--- src/clyde_pkg.sv ---
// clyde_pkg: payload structs, round constants and the round functions of the
// clyde-128 tweakable cipher; no dependencies, used by every file in src
`timescale 1ns / 1ps

package clyde_pkg;

  localparam int ROUND_STEPS = 6;
  localparam int MAX_STEPS   = 6;
  localparam int CFG_IDX_W   = 1;

  // configuration register indexes
  localparam logic [CFG_IDX_W-1:0] REG_KEY_LOW  = 1'd0;
  localparam logic [CFG_IDX_W-1:0] REG_KEY_HIGH = 1'd1;

  typedef logic [31:0]       word_t;
  typedef logic [1:0][31:0]  pair_t;
  typedef logic [3:0][31:0]  block_t;

  typedef struct packed {
    logic        mode;
    logic [63:0] block_low;
    logic [63:0] block_high;
    logic [63:0] tweak_low;
    logic [63:0] tweak_high;
  } in_t;

  typedef struct packed {
    logic [63:0] result_low;
    logic [63:0] result_high;
  } out_t;

  // what travels between pipeline stages
  typedef struct packed {
    logic   mode;
    block_t s;
    block_t t;
  } stage_t;

  // bit h*4+w is the constant for word w in half h of a step
  localparam logic [7:0] STEP_CONST [MAX_STEPS] = '{
    8'h21, 8'h84, 8'h63, 8'hBC, 8'hA5, 8'hE7
  };

  function automatic word_t rol(input word_t x, input int n);
    return (x << n) | (x >> (32 - n));
  endfunction

  function automatic word_t ror(input word_t x, input int n);
    return rol(x, 32 - n);
  endfunction

  function automatic block_t sbox(input block_t s);
    word_t p, q;
    block_t r;
    p = (s[0] & s[1]) ^ s[2];
    q = (s[3] & s[0]) ^ s[1];
    r[0] = q;
    r[1] = p;
    r[2] = (p & q) ^ s[3];
    r[3] = (p & s[3]) ^ s[0];
    return r;
  endfunction

  function automatic block_t inv_sbox(input block_t s);
    word_t q, u, v;
    block_t r;
    q = (s[0] & s[1]) ^ s[2];
    u = (s[1] & q) ^ s[3];
    v = (q & u) ^ s[0];
    r[0] = u;
    r[1] = v;
    r[2] = (u & v) ^ s[1];
    r[3] = q;
    return r;
  endfunction

  function automatic pair_t lbox(input pair_t xy);
    word_t p, q, a, b;
    pair_t r;
    p = xy[0] ^ ror(xy[0], 12);
    q = xy[1] ^ ror(xy[1], 12);
    p = p ^ ror(p, 3);
    q = q ^ ror(q, 3);
    a = p ^ rol(xy[0], 15);
    b = q ^ rol(xy[1], 15);
    p = a ^ rol(a, 1);
    q = b ^ rol(b, 1);
    a = a ^ rol(q, 6);
    b = b ^ rol(p, 7);
    a = a ^ ror(p, 15);
    b = b ^ ror(q, 15);
    r[0] = a;
    r[1] = b;
    return r;
  endfunction

  function automatic pair_t inv_lbox(input pair_t xy);
    word_t p, q, a, b;
    pair_t r;
    a = xy[0];
    b = xy[1];
    p = a ^ rol(a, 7);
    q = b ^ rol(b, 7);
    a = a ^ rol(p, 1);
    b = b ^ rol(q, 1);
    a = a ^ rol(p, 12);
    b = b ^ rol(q, 12);
    p = a ^ rol(a, 1);
    q = b ^ rol(b, 1);
    a = a ^ rol(q, 6);
    b = b ^ rol(p, 7);
    p = p ^ rol(a, 15);
    q = q ^ rol(b, 15);
    r[0] = ror(p, 16);
    r[1] = ror(q, 16);
    return r;
  endfunction

  function automatic block_t add_const(input block_t s, input logic [3:0] c);
    block_t r;
    r = s;
    for (int w = 0; w < 4; w++) begin
      r[w][0] = s[w][0] ^ c[w];
    end
    return r;
  endfunction

  function automatic block_t enc_round(input block_t s, input logic [3:0] c);
    block_t r;
    r = sbox(s);
    r[1:0] = lbox(r[1:0]);
    r[3:2] = lbox(r[3:2]);
    return add_const(r, c);
  endfunction

  function automatic block_t dec_round(input block_t s, input logic [3:0] c);
    block_t r;
    r = add_const(s, c);
    r[1:0] = inv_lbox(r[1:0]);
    r[3:2] = inv_lbox(r[3:2]);
    return inv_sbox(r);
  endfunction

  // (a, b) -> (a ^ b, a) on word pairs
  function automatic block_t tweak_fwd(input block_t t);
    block_t r;
    r[0] = t[0] ^ t[2];
    r[1] = t[1] ^ t[3];
    r[2] = t[0];
    r[3] = t[1];
    return r;
  endfunction

  function automatic block_t tweak_back(input block_t t);
    block_t r;
    r[0] = t[2];
    r[1] = t[3];
    r[2] = t[0] ^ t[2];
    r[3] = t[1] ^ t[3];
    return r;
  endfunction

endpackage

--- src/clyde_step.sv ---
// clyde_step: one elastic pipeline stage doing one cipher step (two rounds)
// in either direction; depends on clyde_pkg
`timescale 1ns / 1ps

module clyde_step #(
  parameter int ROUND_STEPS = clyde_pkg::ROUND_STEPS,
  parameter int STEP        = 0
) (
  input  logic              clk,
  input  logic              rst_n,
  input  clyde_pkg::block_t key,
  input  logic              up_valid,
  output logic              up_ready,
  input  clyde_pkg::stage_t up_data,
  output logic              dn_valid,
  input  logic              dn_ready,
  output clyde_pkg::stage_t dn_data
);

  localparam int DEC_STEP = ROUND_STEPS - 1 - STEP;
  localparam logic [7:0] ENC_C = clyde_pkg::STEP_CONST[STEP];
  localparam logic [7:0] DEC_C = clyde_pkg::STEP_CONST[DEC_STEP];

  logic              valid_r;
  clyde_pkg::stage_t data_r;
  clyde_pkg::stage_t data_nxt;

  always_comb begin
    data_nxt = up_data;
    if (!up_data.mode) begin
      data_nxt.s = clyde_pkg::enc_round(up_data.s, ENC_C[3:0]);
      data_nxt.s = clyde_pkg::enc_round(data_nxt.s, ENC_C[7:4]);
      data_nxt.t = clyde_pkg::tweak_fwd(up_data.t);
      data_nxt.s = data_nxt.s ^ key ^ data_nxt.t;
    end else begin
      data_nxt.s = up_data.s ^ key ^ up_data.t;
      data_nxt.t = clyde_pkg::tweak_back(up_data.t);
      data_nxt.s = clyde_pkg::dec_round(data_nxt.s, DEC_C[7:4]);
      data_nxt.s = clyde_pkg::dec_round(data_nxt.s, DEC_C[3:0]);
    end
  end

  assign up_ready = !valid_r || dn_ready;

  always_ff @(posedge clk) begin
    if (!rst_n) begin
      valid_r <= 1'b0;
    end else if (up_ready) begin
      valid_r <= up_valid;
    end
  end

  always_ff @(posedge clk) begin
    if (up_valid && up_ready) begin
      data_r <= data_nxt;
    end
  end

  assign dn_valid = valid_r;
  assign dn_data  = data_r;

endmodule

--- config.mk ---
export PLATFORM = sky130hd
export DESIGN_NAME = clyde_step
export DESIGN_NICKNAME = d
export VERILOG_FILES = /design/src/clyde_pkg.sv /design/src/clyde_step.sv
export SDC_FILE = /design/constraint.sdc
export NUM_CORES = 2
export LEC_CHECK = 0
export BUFFER_PORTS_ARGS = -buffer_cell sky130_fd_sc_hd__buf_2
export CAP_MARGIN = 5
export CORE_MARGIN = 3
export CORE_UTILIZATION = 68
export DETAILED_ROUTE_END_ITERATION = 6
export GPL_ROUTABILITY_DRIVEN = 0
export GPL_TIMING_DRIVEN = 0
export PLACE_DENSITY = 0.9
export SLEW_MARGIN = 40
export SYNTH_ARGS = -nofsm -noshare
export SYNTH_HDL_FRONTEND = slang
export SYNTH_SLANG_ARGS = --single-unit
--- constraint.sdc ---
create_clock -name clk -period 18.34 [get_ports clk]
set_input_delay 0.917 -clock clk [delete_from_list [all_inputs] [get_ports clk]]
set_output_delay 0.917 -clock clk [all_outputs]
set_load 0.005 [all_outputs]
==> qor.yml, run 1 <==
dpl.hpwl_um: 251000
grt_use_total_pct: 64.6
die_w_um: 311
stop_stage: "5_1_grt"
firstError: "[ERROR GRT-0232] Routing congestion too high. Check the congestion heatmap in the GUI."
yosys_most_used_dff: "edfxtp_1"
std_cell_rows: 111
io_pins: 648
numPortBuffers: 552
netlist-cell-type-count: 88
avgSynthCellArea_um2: 11.1
cts_num_sinks: 258
synth_seq_cells: 258
yosys_warnings: 0
cts_resized: 0
synth.net_count: 6089
cts_hold_buf: 0
cts.path.max_buffers: 3
grt_start_max_net_pins: 45
yosysSeqAreaShare_pct: 12.2
grt_overflow: 3
post_cts_buffers: 0
synth-edff-count: 257
async_flop_share_pct: 0
cts_buffers: 28
htreeDepth: 1
initial_core_util_pct: 68.9
die_y_um: 311
cts-root-buf: "clkbuf_16"
synth_cells: 5700
syn-cell-area_um2: 63400
outcome: "stopped before the end"
[cell usage after synthesis, drive strengths merged (8+ instances only)]
master	number	area share, %
o211ai	9	0.11
xor2	784	11
and2	16	0.16
a21boi	12	0.14
a21oi	131	1.0
buf	54	0.48
edfxtp	257	12
a22oi	54	0.67
nor3	23	0.20
a211oi	21	0.34
mux2	68	1.2
nor2b	59	0.58
a21o	15	0.18
xor3	129	4.9
nor2	222	1.3
maj3	14	0.22
o21bai	13	0.15
xnor3	744	26
o21a	22	0.26
nand2b	89	0.88
nand3b	13	0.15
o21ai	154	1.2
a221oi	15	0.33
inv	45	0.27
nand3	29	0.23
a22o	11	0.15
o22ai	63	0.66
a32oi	9	0.12
nand2	337	2.0
o2bb2ai	8	0.11
clkbuf	81	0.48
xnor2	2014	29
mux2i	95	1.5
or2	11	0.11
[stage by stage]
stage | instances | hold WS [ns] | util (%) | area [µm²] | worst slack, ns
2_1_floorplan | 5700 | 0.537 | - | 63400 | 10.78
3_3_place_gp | 7495 | 0.498 | 73.6 | 67800 | 8.32
3_5_place_dp | 7509 | 0.529 | 74.1 | 68200 | 10.46
4_1_cts | 7559 | 0.476 | 75.1 | 69200 | 11.06
[logic make-up after synthesis]
group,after synthesis,synth area share (%)
fa+ha+maj,14,0.221
flops,258,12.2
xor+xnor,3671,71.5
mux,163,2.71
compound gates,594,6.32
simple gates,818,5.83
buf+inv,182,1.25
[routing by layer]
metal	global-route usage (%)	overflow
met1	63.4	0
met2	78.8	1
met3	53.7	0
met4	62.2	2
met5	32.2	0
==> run 2: changes to the inputs <==
Settings changed: CORE_UTILIZATION 68 to 40, PLACE_DENSITY 0.9 to unset, PLACE_DENSITY_LB_ADDON set to 0.15.
==> qor.yml, run 2 <==
wire_per_inst_um: 38.8
synth_area_leader_cell: "xnor2_1"
dpl.hpwl_um: 288000  # +15%
worstMarginPinSlew_ns: 0.999
routed_wirelength_um: 327000
required_ns: 18.72
drt-initial-drc-count: 7423
rr_startpoint: "dn_valid"
synthTopCellsByCount: "1,917 x xnor2_1, 762 x xor2_1, 705 x xnor3_1"
rsz0062_at_grt: "false"
viasPerCell: 5.93
post_cts_buffers: 0  # unchanged
vias: 49900
cts_buffers: 30  # +7.1%
hp-start: "rst_n"
start_kind: "input pin"
grt_use_total_pct: 38.7
synth_cells: 5700  # unchanged
synth.most_common_cell: "xnor2_1"
grt_overflow: 0
grt_pass1_wl_um: 424000
synthTopCellsByArea: "xnor2_1 26%, xnor3_1 25%, edfxtp_1 12%"
hold_violations: 0
nNetsFinal: 6702
initial_core_util_pct: 40.4  # -28 points
cts_hold_buf: 0  # unchanged
maxSlewViolCount: 0
layout_commonest_cell: "xnor2_1"
finalSetupViolCount: 0
cp.arrival_ns: 8.42
final_cell_mix: "1,786 x xnor2_1, 731 x xor2_1, 703 x xnor3_1, 600 x buf_2, 337 x nand2_1"
netlist-cell-type-count: 88  # unchanged
synth_top_area_share_pct: 26.5  # unchanged
crit_fanout: 7
synth-edff-count: 257  # unchanged
register_area_um2: 7740
cts_resized: 0  # unchanged
avgSynthCellArea_um2: 11.1  # unchanged
yosysSeqAreaShare_pct: 12.2  # unchanged
antenna_found_initial: 46
cts-root-buf: "clkbuf_16"
period_share_pct: 43.9
std_cell_rows: 145  # +31%
grt_pass1_vias: 46800
drive_gt1_share_pct: 18.3
worstHoldEndpoint: "dn_valid"
yosys_most_used_dff: "edfxtp_1"
criticalPathCategory: "in2reg"
synth_seq_cells: 258  # unchanged
maxCapViolCount: 0
first_pass_iters: 6
tns_ns: 0
cts_tree: "done"
io_pins: 648  # unchanged
multiInputGateArea_um2: 56200
worst_skew_pair.late_latency_ns: 0.70
drcViolationCount: 0
htreeDepth: 1  # unchanged
syn-cell-area_um2: 63400  # unchanged
relSlewSlack_pct: 32.9
max_freq_mhz: 124
cts_num_sinks: 258  # unchanged
dieArea_um2: 163000
async_flop_share_pct: 0  # unchanged
r2r_end: "dn_data[58]"
core_area_um2: 157000
ant_nets: 0
die_w_um: 404  # +30%
rrSetupSlack_ns: 16.19
outcome: "completed"
path_clk_slew_ns: 0.06
yosys_warnings: 0  # unchanged
numPortBuffers: 552  # unchanged
synth.net_count: 6089  # unchanged
largest_reg_flops: 257
cts.path.max_buffers: 3  # unchanged
fill_cells: 14700
worstSetupEndpointType: "flop"
skew_ns: 0.0468
hold_class: "in2reg"
die_y_um: 404  # +30%
grt_start_max_net_pins: 43
r2r_cells: 6
area_growth_pct: 12.9
min_period_ns: 8.04
min_path_cells: 2
run 2: through the flow:
stage	setup WS [ns]	area (µm²)	util (%)	cells	hold WS, ns
final	10.30	71600	45.6	8430	0.463
after global routing	10.35	71600	45.6	8411	0.465
after CTS	10.76	71300	45.4	8393	0.449
after detailed placement	10.04	70300	44.8	8337	0.529
after global placement	7.19	68800	43.8	8310	0.500
after floorplan	10.78	63400	-	5700	0.537
run 2: routing by layer:
metal	vias up	part of all wire, %	global-route usage [%]	wire length [µm]
met2	3529	43	58.2	139000
met1	25100	37	48.7	120000
li1	20600	-	-	-
met5	-	0.035	0	113
met4	18	8.8	27.3	28800
met3	739	12	9.63	38800
run 2: worst max path at each step:
stage	startpoint	end	slack [ns]	cells after the start
4_1_cts	up_data[193]	dn_data[244]	10.76	16
3_5_place_dp	up_data[193]	dn_data[244]	10.04	16
3_3_place_gp	dn_ready	dn_data[117]	7.19	3
2_1_floorplan	dn_ready	dn_data[0]	10.78	2
5_1_grt	up_data[9]	dn_data[227]	10.35	17
6_report	up_data[9]	dn_data[227]	10.30	17
run 2: area by class of cell:
class / count / share of cell area [%]
tap: 2058 / 3.60
sequential: 258 / 10.8
timing repair buffer: 581 / 4.37
inverter: 45 / 0.236
buffer: 137 / 0.900
clock buffer: 36 / 1.08
antenna: 35 / 0.122
multi-input combinational: 5260 / 78.5
clock inverter: 20 / 0.363
run 2: worst max-delay path, cell delays in order:
cell and delay, ns:
clkbuf_1 0.51, xor3_1 0.92, xnor3_1 0.33, xor2_1 0.52, xnor3_1 0.53, xor2_1 0.65
xor2_1 0.20, nand2_1 0.16, xnor2_2 0.41, xnor3_1 0.50, xor2_1 0.62, xnor2_1 0.28
xnor2_1 0.20, xnor2_1 0.58, nor2b_1 0.13, xnor2_1 0.59, mux2i_1 0.32
run 2: cells by family after synthesis:
| logic type | Yosys count | share of synthesized area, % |
|---|---|---|
| AND/OR/NAND/NOR | 818 | 5.83 |
| AO/OA/AOI/OAI | 594 | 6.32 |
| adder cells (fa/ha/maj) | 14 | 0.221 |
| multiplexers | 163 | 2.71 |
| buffers and inverters | 182 | 1.25 |
| flip-flops | 258 | 12.2 |
| XOR/XNOR | 3671 | 71.5 |
Power of run 2 is not shown: default switching activity piles up to over one toggle a cycle in this logic, so the estimate is an artifact.
